===== src/slp_pkg.sv =====
`timescale 1ns / 1ps

package slp_pkg;

	typedef enum logic [2:0] {
		PH_SEARCH,
		PH_SLOT,
		PH_STATUS_FIRST,
		PH_STATUS_FIFTH,
		PH_NUMBER,
		PH_NAME,
		PH_DATETIME,
		PH_MESSAGE
	} phase_t;

	localparam logic [2:0] KIND_SLOT     = 3'd0;
	localparam logic [2:0] KIND_STATUS   = 3'd1;
	localparam logic [2:0] KIND_NUMBER   = 3'd2;
	localparam logic [2:0] KIND_DATETIME = 3'd3;
	localparam logic [2:0] KIND_MESSAGE  = 3'd4;
	localparam logic [2:0] KIND_END      = 3'd5;

	localparam logic [15:0] STAT_UNREAD  = 16'd0;
	localparam logic [15:0] STAT_READ    = 16'd1;
	localparam logic [15:0] STAT_UNSENT  = 16'd2;
	localparam logic [15:0] STAT_SENT    = 16'd3;
	localparam logic [15:0] STAT_ALL     = 16'd4;
	localparam logic [15:0] STAT_UNKNOWN = 16'd5;

	localparam logic [7:0] CH_PLUS  = 8'h2B;
	localparam logic [7:0] CH_C     = 8'h43;
	localparam logic [7:0] CH_M     = 8'h4D;
	localparam logic [7:0] CH_G     = 8'h47;
	localparam logic [7:0] CH_L     = 8'h4C;
	localparam logic [7:0] CH_R     = 8'h52;
	localparam logic [7:0] CH_U     = 8'h55;
	localparam logic [7:0] CH_S     = 8'h53;
	localparam logic [7:0] CH_A     = 8'h41;
	localparam logic [7:0] CH_NL    = 8'h0A;
	localparam logic [7:0] CH_QUOTE = 8'h22;
	localparam logic [7:0] CH_ZERO  = 8'h30;
	localparam logic [7:0] CH_NINE  = 8'h39;

	localparam logic [2:0] HDR_LEN = 3'd5;

	// "+CMGL", one character per match position
	function automatic logic [7:0] header_char(input logic [2:0] pos);
		logic [7:0] c;
		begin
			case (pos)
				3'd0:    c = CH_PLUS;
				3'd1:    c = CH_C;
				3'd2:    c = CH_M;
				3'd3:    c = CH_G;
				3'd4:    c = CH_L;
				default: c = CH_PLUS;
			endcase
			return c;
		end
	endfunction

endpackage


===== src/slp_if.sv =====
`timescale 1ns / 1ps

interface slp_in_if;
	logic       valid;
	logic       ready;
	logic [7:0] data_byte;
	logic       end_of_buffer;

	modport source (output valid, output data_byte, output end_of_buffer, input ready);
	modport sink   (input valid, input data_byte, input end_of_buffer, output ready);
endinterface

interface slp_out_if;
	logic        valid;
	logic        ready;
	logic [3:0]  record_index;
	logic [2:0]  kind;
	logic [15:0] value;
	logic        truncated;

	modport source (output valid, output record_index, output kind, output value,
		output truncated, input ready);
	modport sink   (input valid, input record_index, input kind, input value,
		input truncated, output ready);
endinterface


===== src/sms_list_response_parser.sv =====
`timescale 1ns / 1ps

// Message-list reply parser.
// reply  : one byte of the modem reply per word (carriage returns removed),
//          end_of_buffer marks the last byte of a reply.
// result : tagged words - slot number, status code, number/date-time/message
//          characters and a record end carrying the truncated flag.
// Each byte is handled by the phase machine; its result, if any, sits in
// the output register from the cycle after the byte is taken.
// Throughput is one byte per cycle, set by the single result register: a
// new byte is taken whenever that register is empty or being emptied.
// Bytes that yield no result (header hunting, skips, name field) still
// pass through the phase machine like any other byte.
// If the receiver stalls with a result held, reply.ready drops until that
// word is taken; nothing is lost or repeated.
// Reset puts the parser in header search with the record count cleared and
// the output register empty.
module sms_list_response_parser #(
	parameter int MAX_RECORDS  = 16,
	parameter int NUMBER_LEN   = 32,
	parameter int DATETIME_LEN = 32,
	parameter int MESSAGE_LEN  = 255
) (
	input  logic clk,
	input  logic arst_n,
	slp_in_if.sink    reply,
	slp_out_if.source result
);

	localparam int CW = $clog2(MAX_RECORDS + 1);
	localparam logic [CW-1:0] REC_MAX    = CW'(MAX_RECORDS);
	localparam logic [7:0]    NUMBER_CAP = 8'(NUMBER_LEN);
	localparam logic [7:0]    DT_CAP     = 8'(DATETIME_LEN);
	localparam logic [7:0]    MSG_CAP    = 8'(MESSAGE_LEN);

	slp_pkg::phase_t phase_q, phase_d;
	logic [2:0]    hmc_q, hmc_d;
	logic [3:0]    skip_q, skip_d;
	logic [15:0]   slot_q, slot_d;
	logic          first_s_q, first_s_d;
	logic [7:0]    flen_q, flen_d;
	logic [CW-1:0] rec_cnt_q, rec_cnt_d;
	logic          dropped_q, dropped_d;

	logic          out_valid_q;
	logic [3:0]    out_idx_q;
	logic [2:0]    out_kind_q;
	logic [15:0]   out_value_q;
	logic          out_trunc_q;

	logic          accept;
	logic [7:0]    b;
	logic          silent, skipping, is_digit, is_quote, is_nl, room;
	logic [7:0]    cap;
	logic [19:0]   slot_mac;
	logic [15:0]   slot_next;
	logic [15:0]   fifth_code;
	logic          fifth_ok;
	logic [CW+3:0] rec_wide;
	logic [3:0]    rec_idx;

	logic          res_valid;
	logic [3:0]    res_idx;
	logic [2:0]    res_kind;
	logic [15:0]   res_value;
	logic          res_trunc;

	assign reply.ready = !out_valid_q || result.ready;
	assign accept      = reply.valid && reply.ready;
	assign b           = reply.data_byte;

	assign silent   = rec_cnt_q >= REC_MAX;
	assign skipping = (phase_q != slp_pkg::PH_SEARCH) && (skip_q != 4'd0);
	assign is_digit = (b >= slp_pkg::CH_ZERO) && (b <= slp_pkg::CH_NINE);
	assign is_quote = b == slp_pkg::CH_QUOTE;
	assign is_nl    = b == slp_pkg::CH_NL;
	assign rec_wide = {4'd0, rec_cnt_q};
	assign rec_idx  = rec_wide[3:0];

	always_comb begin
		case (phase_q)
			slp_pkg::PH_NUMBER:   cap = NUMBER_CAP;
			slp_pkg::PH_DATETIME: cap = DT_CAP;
			default:              cap = MSG_CAP;
		endcase
	end
	assign room = flen_q < cap;

	// acc * 10 + digit, saturated to 16 bits
	assign slot_mac  = {1'b0, slot_q, 3'd0} + {3'd0, slot_q, 1'b0} + {12'd0, b - slp_pkg::CH_ZERO};
	assign slot_next = (slot_mac > 20'd65535) ? 16'hFFFF : slot_mac[15:0];

	always_comb begin
		fifth_ok   = 1'b1;
		fifth_code = slp_pkg::STAT_UNKNOWN;
		if (b == slp_pkg::CH_U) begin
			fifth_code = first_s_q ? slp_pkg::STAT_UNSENT : slp_pkg::STAT_UNREAD;
		end else if (!first_s_q && b == slp_pkg::CH_R) begin
			fifth_code = slp_pkg::STAT_READ;
		end else if (first_s_q && b == slp_pkg::CH_S) begin
			fifth_code = slp_pkg::STAT_SENT;
		end else begin
			fifth_ok = 1'b0;
		end
	end

	// next state
	always_comb begin
		phase_d   = phase_q;
		hmc_d     = hmc_q;
		skip_d    = skip_q;
		slot_d    = slot_q;
		first_s_d = first_s_q;
		flen_d    = flen_q;
		rec_cnt_d = rec_cnt_q;
		dropped_d = dropped_q;
		if (skipping) begin
			skip_d = skip_q - 4'd1;
		end else begin
			unique case (phase_q)
				slp_pkg::PH_SEARCH: begin
					if (b == slp_pkg::header_char(hmc_q)) begin
						if (hmc_q == slp_pkg::HDR_LEN - 3'd1) begin
							hmc_d     = 3'd0;
							phase_d   = slp_pkg::PH_SLOT;
							skip_d    = 4'd2;
							slot_d    = 16'd0;
							dropped_d = 1'b0;
						end else begin
							hmc_d = hmc_q + 3'd1;
						end
					end else begin
						hmc_d = (b == slp_pkg::CH_PLUS) ? 3'd1 : 3'd0;
					end
				end
				slp_pkg::PH_SLOT: begin
					if (is_digit) begin
						slot_d = slot_next;
					end else begin
						phase_d = slp_pkg::PH_STATUS_FIRST;
						skip_d  = 4'd1;
					end
				end
				slp_pkg::PH_STATUS_FIRST: begin
					if (b == slp_pkg::CH_R || b == slp_pkg::CH_S) begin
						first_s_d = b == slp_pkg::CH_S;
						phase_d   = slp_pkg::PH_STATUS_FIFTH;
						skip_d    = 4'd3;
					end else begin
						phase_d = slp_pkg::PH_NUMBER;
						skip_d  = (b == slp_pkg::CH_A) ? 4'd9 : 4'd2;
						flen_d  = 8'd0;
					end
				end
				slp_pkg::PH_STATUS_FIFTH: begin
					if (fifth_ok) begin
						phase_d = slp_pkg::PH_NUMBER;
						skip_d  = (b == slp_pkg::CH_U) ? 4'd8 : 4'd6;
						flen_d  = 8'd0;
					end else begin
						phase_d = slp_pkg::PH_SEARCH;
						hmc_d   = 3'd0;
						skip_d  = 4'd0;
					end
				end
				slp_pkg::PH_NUMBER: begin
					if (is_quote) begin
						phase_d = slp_pkg::PH_NAME;
						skip_d  = 4'd2;
					end else if (room) begin
						flen_d = flen_q + 8'd1;
					end else begin
						dropped_d = 1'b1;
					end
				end
				slp_pkg::PH_NAME: begin
					if (is_quote) begin
						phase_d = slp_pkg::PH_DATETIME;
						skip_d  = 4'd2;
						flen_d  = 8'd0;
					end
				end
				slp_pkg::PH_DATETIME: begin
					if (is_quote) begin
						phase_d = slp_pkg::PH_MESSAGE;
						skip_d  = 4'd1;
						flen_d  = 8'd0;
					end else if (room) begin
						flen_d = flen_q + 8'd1;
					end else begin
						dropped_d = 1'b1;
					end
				end
				slp_pkg::PH_MESSAGE: begin
					if (is_nl) begin
						if (!silent) begin
							rec_cnt_d = rec_cnt_q + CW'(1);
						end
						phase_d = slp_pkg::PH_SEARCH;
						hmc_d   = 3'd0;
						skip_d  = 4'd0;
					end else if (room) begin
						flen_d = flen_q + 8'd1;
					end else begin
						dropped_d = 1'b1;
					end
				end
			endcase
		end
		if (reply.end_of_buffer) begin
			phase_d   = slp_pkg::PH_SEARCH;
			hmc_d     = 3'd0;
			skip_d    = 4'd0;
			rec_cnt_d = '0;
		end
	end

	// result word for this byte
	always_comb begin
		res_valid = 1'b0;
		res_idx   = rec_idx;
		res_kind  = slp_pkg::KIND_SLOT;
		res_value = 16'd0;
		res_trunc = 1'b0;
		if (!skipping) begin
			unique case (phase_q)
				slp_pkg::PH_SEARCH, slp_pkg::PH_NAME: begin
					res_valid = 1'b0;
				end
				slp_pkg::PH_SLOT: begin
					res_valid = !is_digit && !silent;
					res_kind  = slp_pkg::KIND_SLOT;
					res_value = slot_q;
				end
				slp_pkg::PH_STATUS_FIRST: begin
					res_valid = !(b == slp_pkg::CH_R || b == slp_pkg::CH_S) && !silent;
					res_kind  = slp_pkg::KIND_STATUS;
					res_value = (b == slp_pkg::CH_A) ? slp_pkg::STAT_ALL : slp_pkg::STAT_UNKNOWN;
				end
				slp_pkg::PH_STATUS_FIFTH: begin
					res_valid = fifth_ok && !silent;
					res_kind  = slp_pkg::KIND_STATUS;
					res_value = fifth_code;
				end
				slp_pkg::PH_NUMBER: begin
					res_valid = !is_quote && room && !silent;
					res_kind  = slp_pkg::KIND_NUMBER;
					res_value = {8'd0, b};
				end
				slp_pkg::PH_DATETIME: begin
					res_valid = !is_quote && room && !silent;
					res_kind  = slp_pkg::KIND_DATETIME;
					res_value = {8'd0, b};
				end
				slp_pkg::PH_MESSAGE: begin
					if (is_nl) begin
						res_valid = 1'b1;
						res_kind  = slp_pkg::KIND_END;
						res_idx   = silent ? 4'd15 : rec_idx;
						res_trunc = silent ? 1'b1 : dropped_q;
					end else begin
						res_valid = room && !silent;
						res_kind  = slp_pkg::KIND_MESSAGE;
						res_value = {8'd0, b};
					end
				end
			endcase
		end
	end

	always_ff @(posedge clk or negedge arst_n) begin
		if (!arst_n) begin
			phase_q   <= slp_pkg::PH_SEARCH;
			hmc_q     <= 3'd0;
			skip_q    <= 4'd0;
			slot_q    <= 16'd0;
			first_s_q <= 1'b0;
			flen_q    <= 8'd0;
			rec_cnt_q <= '0;
			dropped_q <= 1'b0;
		end else if (accept) begin
			phase_q   <= phase_d;
			hmc_q     <= hmc_d;
			skip_q    <= skip_d;
			slot_q    <= slot_d;
			first_s_q <= first_s_d;
			flen_q    <= flen_d;
			rec_cnt_q <= rec_cnt_d;
			dropped_q <= dropped_d;
		end
	end

	always_ff @(posedge clk or negedge arst_n) begin
		if (!arst_n) begin
			out_valid_q <= 1'b0;
		end else if (accept) begin
			out_valid_q <= res_valid;
		end else if (result.ready) begin
			out_valid_q <= 1'b0;
		end
	end

	always_ff @(posedge clk) begin
		if (accept && res_valid) begin
			out_idx_q   <= res_idx;
			out_kind_q  <= res_kind;
			out_value_q <= res_value;
			out_trunc_q <= res_trunc;
		end
	end

	assign result.valid        = out_valid_q;
	assign result.record_index = out_idx_q;
	assign result.kind         = out_kind_q;
	assign result.value        = out_value_q;
	assign result.truncated    = out_trunc_q;

endmodule


===== src/flat_wrapper.sv =====
// flat-port wrapper written by rule: the top's interface ports become plain ports
module sms_list_response_parser_flat 
#(
	parameter int MAX_RECORDS  = 16,
	parameter int NUMBER_LEN   = 32,
	parameter int DATETIME_LEN = 32,
	parameter int MESSAGE_LEN  = 255
)
  (clk, arst_n, reply_valid, reply_data_byte, reply_end_of_buffer, reply_ready, result_valid, result_record_index, result_kind, result_value, result_truncated, result_ready);
  slp_in_if reply_i ();
  slp_out_if result_i ();
  input  logic clk;
  input  logic arst_n;
  input wire logic [$bits(reply_i.valid)-1:0] reply_valid;
  input wire logic [$bits(reply_i.data_byte)-1:0] reply_data_byte;
  input wire logic [$bits(reply_i.end_of_buffer)-1:0] reply_end_of_buffer;
  output wire logic [$bits(reply_i.ready)-1:0] reply_ready;
  output wire logic [$bits(result_i.valid)-1:0] result_valid;
  output wire logic [$bits(result_i.record_index)-1:0] result_record_index;
  output wire logic [$bits(result_i.kind)-1:0] result_kind;
  output wire logic [$bits(result_i.value)-1:0] result_value;
  output wire logic [$bits(result_i.truncated)-1:0] result_truncated;
  input wire logic [$bits(result_i.ready)-1:0] result_ready;
  assign reply_i.valid = reply_valid;
  assign reply_i.data_byte = reply_data_byte;
  assign reply_i.end_of_buffer = reply_end_of_buffer;
  assign reply_ready = reply_i.ready;
  assign result_valid = result_i.valid;
  assign result_record_index = result_i.record_index;
  assign result_kind = result_i.kind;
  assign result_value = result_i.value;
  assign result_truncated = result_i.truncated;
  assign result_i.ready = result_ready;
  sms_list_response_parser #(.MAX_RECORDS(MAX_RECORDS), .NUMBER_LEN(NUMBER_LEN), .DATETIME_LEN(DATETIME_LEN), .MESSAGE_LEN(MESSAGE_LEN)) u_core (.clk(clk), .arst_n(arst_n), .reply(reply_i), .result(result_i));
endmodule

===== config.mk =====
export PLATFORM = sky130hd
export DESIGN_NAME = sms_list_response_parser_flat
export DESIGN_NICKNAME = d
export VERILOG_FILES = /design/src/slp_pkg.sv /design/src/slp_if.sv /design/src/sms_list_response_parser.sv /design/src/flat_wrapper.sv
export SDC_FILE = /design/constraint.sdc
export NUM_CORES = 1
export LEC_CHECK = 0
export BUFFER_PORTS_ARGS = -buffer_cell sky130_fd_sc_hd__buf_2
export CORE_MARGIN = 4
export CORE_UTILIZATION = 42
export DETAILED_ROUTE_END_ITERATION = 6
export PLACE_DENSITY_LB_ADDON = 0.08
export SETUP_SLACK_MARGIN = 0.5
export SLEW_MARGIN = 20
export SYNTH_ARGS = -nofsm -noshare
export SYNTH_HDL_FRONTEND = slang
export SYNTH_SLANG_ARGS = --single-unit

===== constraint.sdc =====
create_clock -name clk -period 3 [get_ports clk]
set_input_delay 0.3 -clock clk [delete_from_list [all_inputs] [get_ports clk]]
set_output_delay 0.3 -clock clk [all_outputs]
set_load 0.05 [all_outputs]

Word-level counts from Yosys, hierarchy flattened
Cells that the tools add are included.
{"block": "word_totals", "register_bits": 66, "inputBits": 13, "wordCells": 197}
{"block": "op_classes", "add_sub_neg": 7, "magnitude_cmp": 5, "n_eq_ne": 44, "muxes": 82, "n_bitwise": 3, "n_reduce_logical": 43}
{"operator": "$mux 16", "n": 6}
{"operator": "$mux 8", "n": 11}
{"operator": "$pmux 16 s5", "n": 1}
{"operator": "$mux 4", "n": 16}
{"operator": "$mux 3", "n": 17}
{"operator": "$pmux 8 s6", "n": 1}
{"operator": "$eq 8x7->1 const B", "n": 4}
{"operator": "$pmux 16 s2", "n": 1}
{"operator": "$pmux 4 s7", "n": 1}
{"operator": "$pmux 7 s4", "n": 1}
{"operator": "$mux 5", "n": 5}
{"operator": "$pmux 3 s8", "n": 1}
{"operator": "$add 19x17->20", "n": 1}
{"operator": "$add 20x8->20", "n": 1}
{"operator": "$gt 20x16->1 const B", "n": 1}
{"operator": "$ne 3x2->1 const B", "n": 6}
{"operator": "$eq 8x6->1 const B", "n": 2}
{"operator": "$mux 1", "n": 16}
{"operator": "$ne 4x2->1 const B", "n": 4}
{"operator": "$eq 3x3->1 const B", "n": 5}
{"operator": "$reduce_and 7->1", "n": 2}
{"operator": "$eq 3x2->1 const B", "n": 4}
{"operator": "$logic_and 1x1->1", "n": 12}
{"operator": "$ne 2x2->1 const B", "n": 6}
{"operator": "36 further kinds", "n": 59}

Longest topological paths before layout
Gate-level depths: netlist of run 1.
{"block": "logic_depth", "depth_word": 9, "ltp_mapped": 14, "mapped_depth_nobuf": 13}

Worst setup path before layout of run 1
OpenSTA, ideal clock, no wires.
{"block": "synth_path", "path_type": "input port to flip-flop", "from": "input port reply_data_byte[5]", "to": "register u_core.out_kind_q[0], in the netlist u_core.result.kind[0], enable pin", "setup_time_ns": 0.405, "t_arrival_ns": 2.992, "required_time_ns": 2.595, "slack_ns": -0.397, "path_stages": 9, "path_buffers": 0, "cell_sequence": "inv_1 ha_1 nor4bb_1 nand2_1 nor4_1 a31o_2 a21oi_1 o211a_1 nor2_1"}
{"block": "synth_between", "elab_chain_cells": 9, "elab_cells_between_ends": 26, "cone_classes": "order compare (2); eq/ne (5); mux (6); reduce/logical (13)"}
{"element": "start: declaration", "line_no": "flat_wrapper.sv:15", "source": "input wire logic [$bits(reply_i.data_byte)-1:0] reply_data_byte;"}
{"element": "$eq 8x7->1", "line_no": "sms_list_response_parser.sv:100, sms_list_response_parser.sv:236"}
{"element": "$logic_and 1x1->1", "line_no": "sms_list_response_parser.sv:100", "source": "end else if (first_s_q && b == slp_pkg::CH_S) begin"}
{"element": "$mux 1", "line_no": "sms_list_response_parser.sv:100"}
{"element": "$mux 1", "line_no": "sms_list_response_parser.sv:98", "source": "end else if (!first_s_q && b == slp_pkg::CH_R) begin"}
{"element": "$mux 1", "line_no": "sms_list_response_parser.sv:96", "source": "if (b == slp_pkg::CH_U) begin"}
{"element": "$logic_and 1x1->1", "line_no": "sms_list_response_parser.sv:241", "source": "res_valid = fifth_ok && !silent;"}
{"element": "$pmux 1 s6 (*)", "line_no": "sms_list_response_parser.sv:226", "source": "unique case (phase_q)"}
{"element": "$mux 1 (*)", "line_no": "sms_list_response_parser.sv:225", "source": "if (!skipping) begin"}
{"element": "$logic_and 1x1->1 (*)", "line_no": "sms_list_response_parser.sv:304", "source": "if (accept && res_valid) begin"}
{"element": "end signal: assignment", "line_no": "sms_list_response_parser.sv:306", "source": "out_kind_q <= res_kind;"}
{"element": "end: declaration", "line_no": "sms_list_response_parser.sv:47", "source": "logic [2:0] out_kind_q;"}
Mark *: on every way between the ends. The rest lies on a longest branch, timed or not.
A chain may end at the register's enable or synchronous reset.

Final worst setup path of run 1
{"block": "layout_path", "from": "register u_core.slot_q[2]", "to": "register u_core.slot_q[14]"}
{"block": "layout_between", "elab_chain_cells": 6}
{"element": "start: declaration", "line_no": "sms_list_response_parser.sv:39", "source": "logic [15:0] slot_q, slot_d;"}
{"element": "start signal: assignment", "line_no": "sms_list_response_parser.sv:285", "source": "slot_q <= slot_d;"}
{"element": "$add 19x17->20 (*)", "line_no": "sms_list_response_parser.sv:90", "source": "assign slot_mac = {1'b0, slot_q, 3'd0} + {3'd0, slot_q, 1'b0} + {12'd0, b - slp_pkg::CH_ZERO};"}
{"element": "$add 20x8->20 (*)", "line_no": "sms_list_response_parser.sv:90"}
{"element": "$gt 20x16->1", "line_no": "sms_list_response_parser.sv:91", "source": "assign slot_next = (slot_mac > 20'd65535) ? 16'hFFFF : slot_mac[15:0];"}
{"element": "$mux 16 (*)", "line_no": "sms_list_response_parser.sv:91"}
{"element": "$mux 16 (*)", "line_no": "sms_list_response_parser.sv:137", "source": "if (is_digit) begin"}
{"element": "$pmux 16 s2 (*)", "line_no": "sms_list_response_parser.sv:120", "source": "unique case (phase_q)"}
Mark *: on every way between the ends. The rest lies on a longest branch, timed or not. The select of a mux whose other input is x is not followed.

==> impl_metrics.json, run 1 <==
{
  "ff2ff_path_depth": 13,
  "dieHeight_microns": 118,
  "antennaDiodeCount": 0,
  "timing.slew.headroom_pct": 43.5,
  "crit_path_max_incr_delay_ns": 0.54,
  "grt_util_met1_pct": 27.5,
  "async_reset_ff_share_pct": 63.6,
  "via_per_inst": 5.70,
  "cp.required_ns": 3.22,
  "first_global_vias": 4420,
  "drt_first_pass_iters": 5,
  "period_share_pct": 96.9,
  "crit_family": "compound AO/OA/AOI/OAI gates",
  "grtUsageTotal_pct": 19.7,
  "wire_per_inst_microns": 17.5,
  "cts.sinks": 66,
  "clk_pin_slew_worst_paths_ns": 0.05,
  "cts_buffers": 9,
  "worst_path_max_delay_cell": "fa_1",
  "pin_count": 39,
  "yosysUniqueCellTypes": 72,
  "gr-usage-met3_pct": 4.47,
  "met2_usage_pct": 30.7,
  "critical_path.cell_chain": "buf_6 -> inv_2 -> fa_1 -> inv_2 -> ha_4 -> o21a_1 -> o31a_1 -> o21a_2 -> buf_4 -> a41o_1 -> a311o_1 -> nand2_1 -> a21oi_1",
  "path_common_cell": "inv_2",
  "crit_fanout": 5,
  "crit_cells": 13,
  "leakage_uw": 0.00290,
  "period_needed_ns": 2.91,
  "cts_buffer_depth": 2,
  "top_usage_layer": "met2",
  "vias": 4459,
  "avgSynthCellArea_sq_um": 9.33,
  "final_util_pct": 57.5,
  "synth_ff_type": "dfrtp_1",
  "hold_viol": 42,
  "synth_edf_count": 24,
  "finalInstanceArea_sq_mm": 0.00665,
  "clk_latency_ns": 0.34,
  "critPathLaunchType": "flop",
  "antenna_found_initial": 0,
  "worstHoldPathType": "in2async",
  "yosys.area.top_type": "dfrtp_1",
  "drc": 0,
  "irDropWorstVdd_mv": 0.186,
  "setup_viol": 0,
  "hpwlAfterDp_microns": 9900,
  "synthCells": 540,
  "critPathKind": "reg2reg",
  "max_freq_mhz": 344,
  "htreeDepth": 3,
  "cts.hold.buffers_added": 0,
  "grt_max_degree": 43,
  "gp_congestion": 0.883,
  "fin_worst_skew_ns": 0.00618,
  "yosysSeqAreaShare_pct": 35.2,
  "numPortBuffers": 38,
  "ys_top_cells_by_area": "dfrtp_1 21%, edfxtp_1 14%, ha_1 12%",
  "drv_cap": 0,
  "syn2layout_area_growth_pct": 31.9,
  "power_density_mw_per_mm2": 347,
  "tns_ns": 0,
  "rsz0062_at_grt": "yes",
  "max_slew.worst_pin.slew_ns": 0.840,
  "ant_nets": 0,
  "cts_tree": "built",
  "core.rowCount": 39,
  "synth_warnings": 0,
  "holdWs_ns": -0.0365,
  "drive_gt1_share_pct": 31.3,
  "worstPathBufferInverterCount": 4,
  "violations": "negative hold slack",
  "ys_ff_latch": 66,
  "chipWidth_microns": 118,
  "synth_nets": 606,
  "synth.top_cell.area_share_pct": 20.9,
  "wirelength_microns": 13700,
  "dpl_cell_area_sq_mm": 0.00579,
  "arrival_ns": 3.13,
  "synth_area_sq_mm": 0.00504,
  "nNetsFinal": 700,
  "start_util_pct": 43.6,
  "dieArea_sq_mm": 0.0138,
  "gr-total-overflow": 0,
  "drtIter0Drc": 418,
  "status": "complete, but fails checks",
  "worstSetupEndpointType": "flop",
  "grt_pass1_wl_microns": 22300,
  "cts_root_buf": "clkbuf_16",
  "coreArea_sq_mm": 0.0116,
  "slew_violations": 0
}
-- worst paths after layout --
kind,start,slack (ns),to
worst max-delay path,u_core.slot_q[2],0.09,u_core.slot_q[14]
worst min register to register,u_core.dropped_q,0.53,u_core.dropped_q
max in group asynchronous,arst_n,2.61,u_core.slot_q[1]
min in group clk,result_ready,0.28,u_core.result.valid
worst max register to register,u_core.slot_q[2],0.09,u_core.slot_q[14]
worst min-delay path,arst_n,-0.04,u_core.slot_q[11]
-- Yosys cell counts (all sizes together) (3+ instances only) --
| cell | count |
|---|---|
| a21oi | 48 |
| ha | 47 |
| inv | 43 |
| dfrtp | 42 |
| nor2 | 39 |
| nand2 | 34 |
| edfxtp | 24 |
| o21ai | 20 |
| mux2i | 19 |
| nand3 | 17 |
| clkbuf | 13 |
| nor3 | 12 |
| xor2 | 12 |
| and3 | 11 |
| o31ai | 11 |
| buf | 10 |
| or4 | 9 |
| nand2b | 8 |
| a211oi | 7 |
| and2 | 7 |
| nor2b | 7 |
| nor4 | 7 |
| xnor2 | 7 |
| fa | 6 |
| a31oi | 5 |
| a22oi | 4 |
| a41oi | 4 |
| nand4 | 4 |
| o211ai | 4 |
| o21a | 4 |
| or3 | 4 |
| a211o | 3 |
| a21o | 3 |
| mux2 | 3 |
| o2111ai | 3 |
| o21bai | 3 |
| or2 | 3 |
-- flip-flops by register name, indices dropped and copies added, names as in the netlist --
| register | count |
|---|---|
| u_core.result.value | 16 |
| u_core.slot_q | 16 |
| u_core.flen_q | 8 |
| u_core.rec_cnt_q | 5 |
| u_core.result.record_index | 4 |
| u_core.skip_q | 4 |
| u_core.hmc_q | 3 |
| u_core.phase_q | 3 |
| u_core.result.kind | 3 |
| u_core.dropped_q | 1 |
| u_core.first_s_q | 1 |
| u_core.result.truncated | 1 |
| u_core.result.valid | 1 |
-- cells in the final DEF (no fill, tap or decap), drive strengths merged, types with 5 or more instances in the layout --
| cell | instances |
|---|---|
| nor3 | 12 |
| nor2b | 7 |
| inv | 43 |
| o21ai | 20 |
| clkbuf | 14 |
| nor2 | 40 |
| dfrtp | 42 |
| nor4 | 7 |
| a211oi | 7 |
| or4 | 9 |
| nand2 | 34 |
| nand2b | 8 |
| nand3 | 17 |
| fa | 6 |
| xnor2 | 7 |
| and3 | 11 |
| buf | 102 |
| edfxtp | 24 |
| ha | 47 |
| a31oi | 5 |
| xor2 | 12 |
| and2 | 7 |
| a21oi | 48 |
| mux2i | 19 |
| o31ai | 11 |
-- routing by layer --
layer / share of wire [%] / wire [microns]
met2: 47 / 6410
met3: 4.5 / 611
met5: 0 / 0
met1: 47 / 6510
met4: 1.3 / 178
-- per-stage QoR --
step	power (uW)	hold WS (ns)	setup WS, ns	instances
floorplan	1100	0.00441	0.184	540
global placement	1170	0.523	-0.0666	739
detailed placement	1180	0.520	-0.170	739
CTS	2310	0.177	0.0471	766
global route	2390	0.00646	0.00442	782
finish	2300	-0.0365	0.0940	782
-- power by group --
part	switching, uW	total [uW]	leakage [uW]	internal (uW)
logic	145	237	0.00193	92.1
clock network	396	1120	0.000153	726
registers	6.56	945	0.000811	938
-- logic make-up after synthesis --
logic type / count (synthesis) / synth area share, %
simple gates: 172 / 18.1
compound gates: 142 / 19.2
buf+inv: 66 / 5.74
flops: 66 / 35.2
fa+ha+maj: 53 / 14.1
mux: 22 / 4.44
xor+xnor: 19 / 3.30
-- final cells by class --
type                       instances  area [sq um]
sequential                        66          1770
inverter                          43           169
multi-input combinational        409          3410
clock inverter                     5          78.8
tap                              143           179
clock buffer                      11           233
timing repair buffer             105           798
fill                            1047          4920
-- timing repair --
action	CTS	global route
pin swaps	4	19
gates cloned	1	1
gates resized for setup	22	52
setup buffers	10	15
setup endpoints to repair	48	58
Power figures use the tool's default switching activity.
==> run 2: changes to the inputs <==
--- a/config.mk
+++ b/config.mk
@@ -8,8 +8,10 @@
 export BUFFER_PORTS_ARGS = -buffer_cell sky130_fd_sc_hd__buf_2
 export CORE_MARGIN = 4
 export CORE_UTILIZATION = 42
+export CTS_BUF_LIST = sky130_fd_sc_hd__clkbuf_8
 export DETAILED_ROUTE_END_ITERATION = 6
 export PLACE_DENSITY_LB_ADDON = 0.08
+export RECOVER_POWER = 100
 export SETUP_SLACK_MARGIN = 0.5
 export SLEW_MARGIN = 20
 export SYNTH_ARGS = -nofsm -noshare
==> run 2 against run 1 <==
Net effect: the run now ends clean; die area is the same; register-to-register slack got worse by 0.06 ns; largest power group is now registers; clock skew increased by 0.0014 ns; critical path type unchanged; largest cell class unchanged; design area is 2.8% lower; non-clock buffer count shrank 2; cell count fell by 0.26%.
==> impl_metrics.json, run 2 (synthesized netlist as in run 1, its figures left out) <==
{
  "via_per_inst": 5.77,
  "vias": 4497,
  "setup_viol": 0,
  "wire_per_inst_microns": 17.6,
  "multiInputGateArea_sq_mm": 0.00341,
  "status": "complete, no violations",
  "seqCellArea_sq_mm": 0.00178,
  "critPathLaunchType": "flop",
  "drv_cap": 0,
  "dieHeight_microns": 118,
  "cp-endpoint": "u_core.slot_q[2]",
  "antennaDiodeCount": 0,
  "max_slew.worst_pin.slew_ns": 1.13,
  "worstHoldPathType": "in2reg",
  "layout_common_cells": "49 x buf_4, 39 x dfrtp_1, 37 x inv_1, 37 x nor2_1, 36 x ha_1",
  "cts.sinks": 66,
  "critPathLaunch": "u_core.slot_q[1]",
  "setup_slack_ns": 0.0384,
  "clk_pin_slew_worst_paths_ns": 0.08,
  "reg2reg_setup_slack_ns": 0.04,
  "critPathKind": "reg2reg",
  "gp_congestion": 0.883,
  "grt_pass1_wl_microns": 22200,
  "r2r_end": "u_core.slot_q[2]",
  "layoutNonFillerInstCount": 780,
  "cts_tree": "built",
  "drt_first_pass_iters": 5,
  "period_share_pct": 98.7,
  "ff2ff_path_depth": 13,
  "cts_buffers": 9,
  "drc": 0,
  "post-place-ws_ns": -0.170,
  "chipWidth_microns": 118,
  "hpwlAfterDp_microns": 9900,
  "cp.required_ns": 3.24,
  "period_needed_ns": 2.96,
  "clk_latency_ns": 0.36,
  "finalPower_uw": 1990,
  "drtIter0Drc": 401,
  "max_freq_mhz": 338,
  "syn2layout_area_growth_pct": 28.2,
  "numPortBuffers": 38,
  "rsz0062_at_grt": "yes",
  "start_util_pct": 43.6,
  "grtUsageTotal_pct": 19.6,
  "slew_violations": 0,
  "core.rowCount": 39,
  "place_inst": 739,
  "grt_max_degree": 43,
  "cts_root_buf": "clkbuf_8",
  "htreeDepth": 3,
  "wirelength_microns": 13800,
  "final_common_cell": "buf_4",
  "dieArea_sq_mm": 0.0138,
  "drive_gt1_share_pct": 26.4,
  "ant_nets": 0,
  "irDropWorstVdd_mv": 0.258,
  "fin_worst_skew_ns": 0.00755,
  "timing.slew.headroom_pct": 24.5,
  "worstSetupEndpointType": "flop",
  "fill_cells": 1078,
  "cts_buffer_depth": 2,
  "leakage_uw": 0.00272,
  "reg2reg_from": "u_core.slot_q[1]",
  "arrival_ns": 3.20,
  "hold_viol": 0,
  "crit_fanout": 6,
  "pin_count": 39,
  "gr-total-overflow": 0,
  "antenna_found_initial": 0,
  "power_density_mw_per_mm2": 308,
  "coreArea_sq_mm": 0.0116,
  "first_global_vias": 4433,
  "nNetsFinal": 698
}
-- run 2: cell count changes in the layout (fill, tap and decap cells not counted), sizes merged --
cell / before / now
buf: 102 / 67
inv: 43 / 45
clkbuf: 14 / 44
dlygate4sd3: 0 / 1
-- run 2: critical path: stages (launching register included) --
cell	delay (ns)
dfrtp_2	0.43
buf_4	0.16
ha_4	0.26
ha_2	0.18
inv_1	0.06
fa_2	0.35
nor2b_2	0.13
o31a_1	0.18
o21a_2	0.18
a221oi_4	0.08
a2111o_1	0.34
a21oi_4	0.24
clkbuf_16	0.19
a21oi_1	0.06
-- run 2: layout make-up --
class | instances | area share [%]
Timing Repair Buffer | 103 | 11.1
Clock inverter | 7 | 1.34
Clock buffer | 9 | 1.92
Inverter | 43 | 2.61
Sequential cell | 66 | 27.5
Multi-Input combinational cell | 409 | 52.7
Tap cell | 143 | 2.77
-- run 2: worst min path at each step --
stage | start | to | slack (ns) | depth (start not counted)
2_1_floorplan | arst_n | u_core.dropped_q | 0.004 | 0
3_3_place_gp | u_core.dropped_q | u_core.dropped_q | 0.52 | 2
3_5_place_dp | u_core.dropped_q | u_core.dropped_q | 0.52 | 2
4_1_cts | arst_n | u_core.slot_q[11] | 0.15 | 1
5_1_grt | result_ready | u_core.result.valid | 0.30 | 3
6_report | result_ready | u_core.result.valid | 0.26 | 3
-- run 2: repair_timing --
item | CTS | global route
setup endpoints to repair | 48 | 59
cloned | 1 | 2
resized for setup | 19 | 50
buffers inserted | 8 | 13
hold buffers | 0 | 1
hold endpoints to repair | 0 | 42
pin swaps | 5 | 21
-- run 2: power breakdown --
group,internal [uW],switching (uW)
logic,82.1,144
clock network,460,360
registers,937,6.77
-- run 2: stage by stage --
stage | TNS, ns | instance area [sq um] | hold WS, ns | util, %
floorplan | 0 | 5220 | 0.00441 | -
global placement | -2.37 | 5790 | 0.523 | 50.1
detailed placement | -4.45 | 5790 | 0.520 | 50.1
CTS | 0 | 6160 | 0.151 | 53.3
global route | -1.24 | 6460 | 0.299 | 55.9
finish | 0 | 6460 | 0.260 | 55.9
-- run 2: per-layer routing --
layer | GRT usage, % | wire length, microns
met5 | 0 | 0
met4 | 7.33 | 265
met3 | 3.46 | 611
met2 | 30.5 | 6380
met1 | 27.4 | 6490
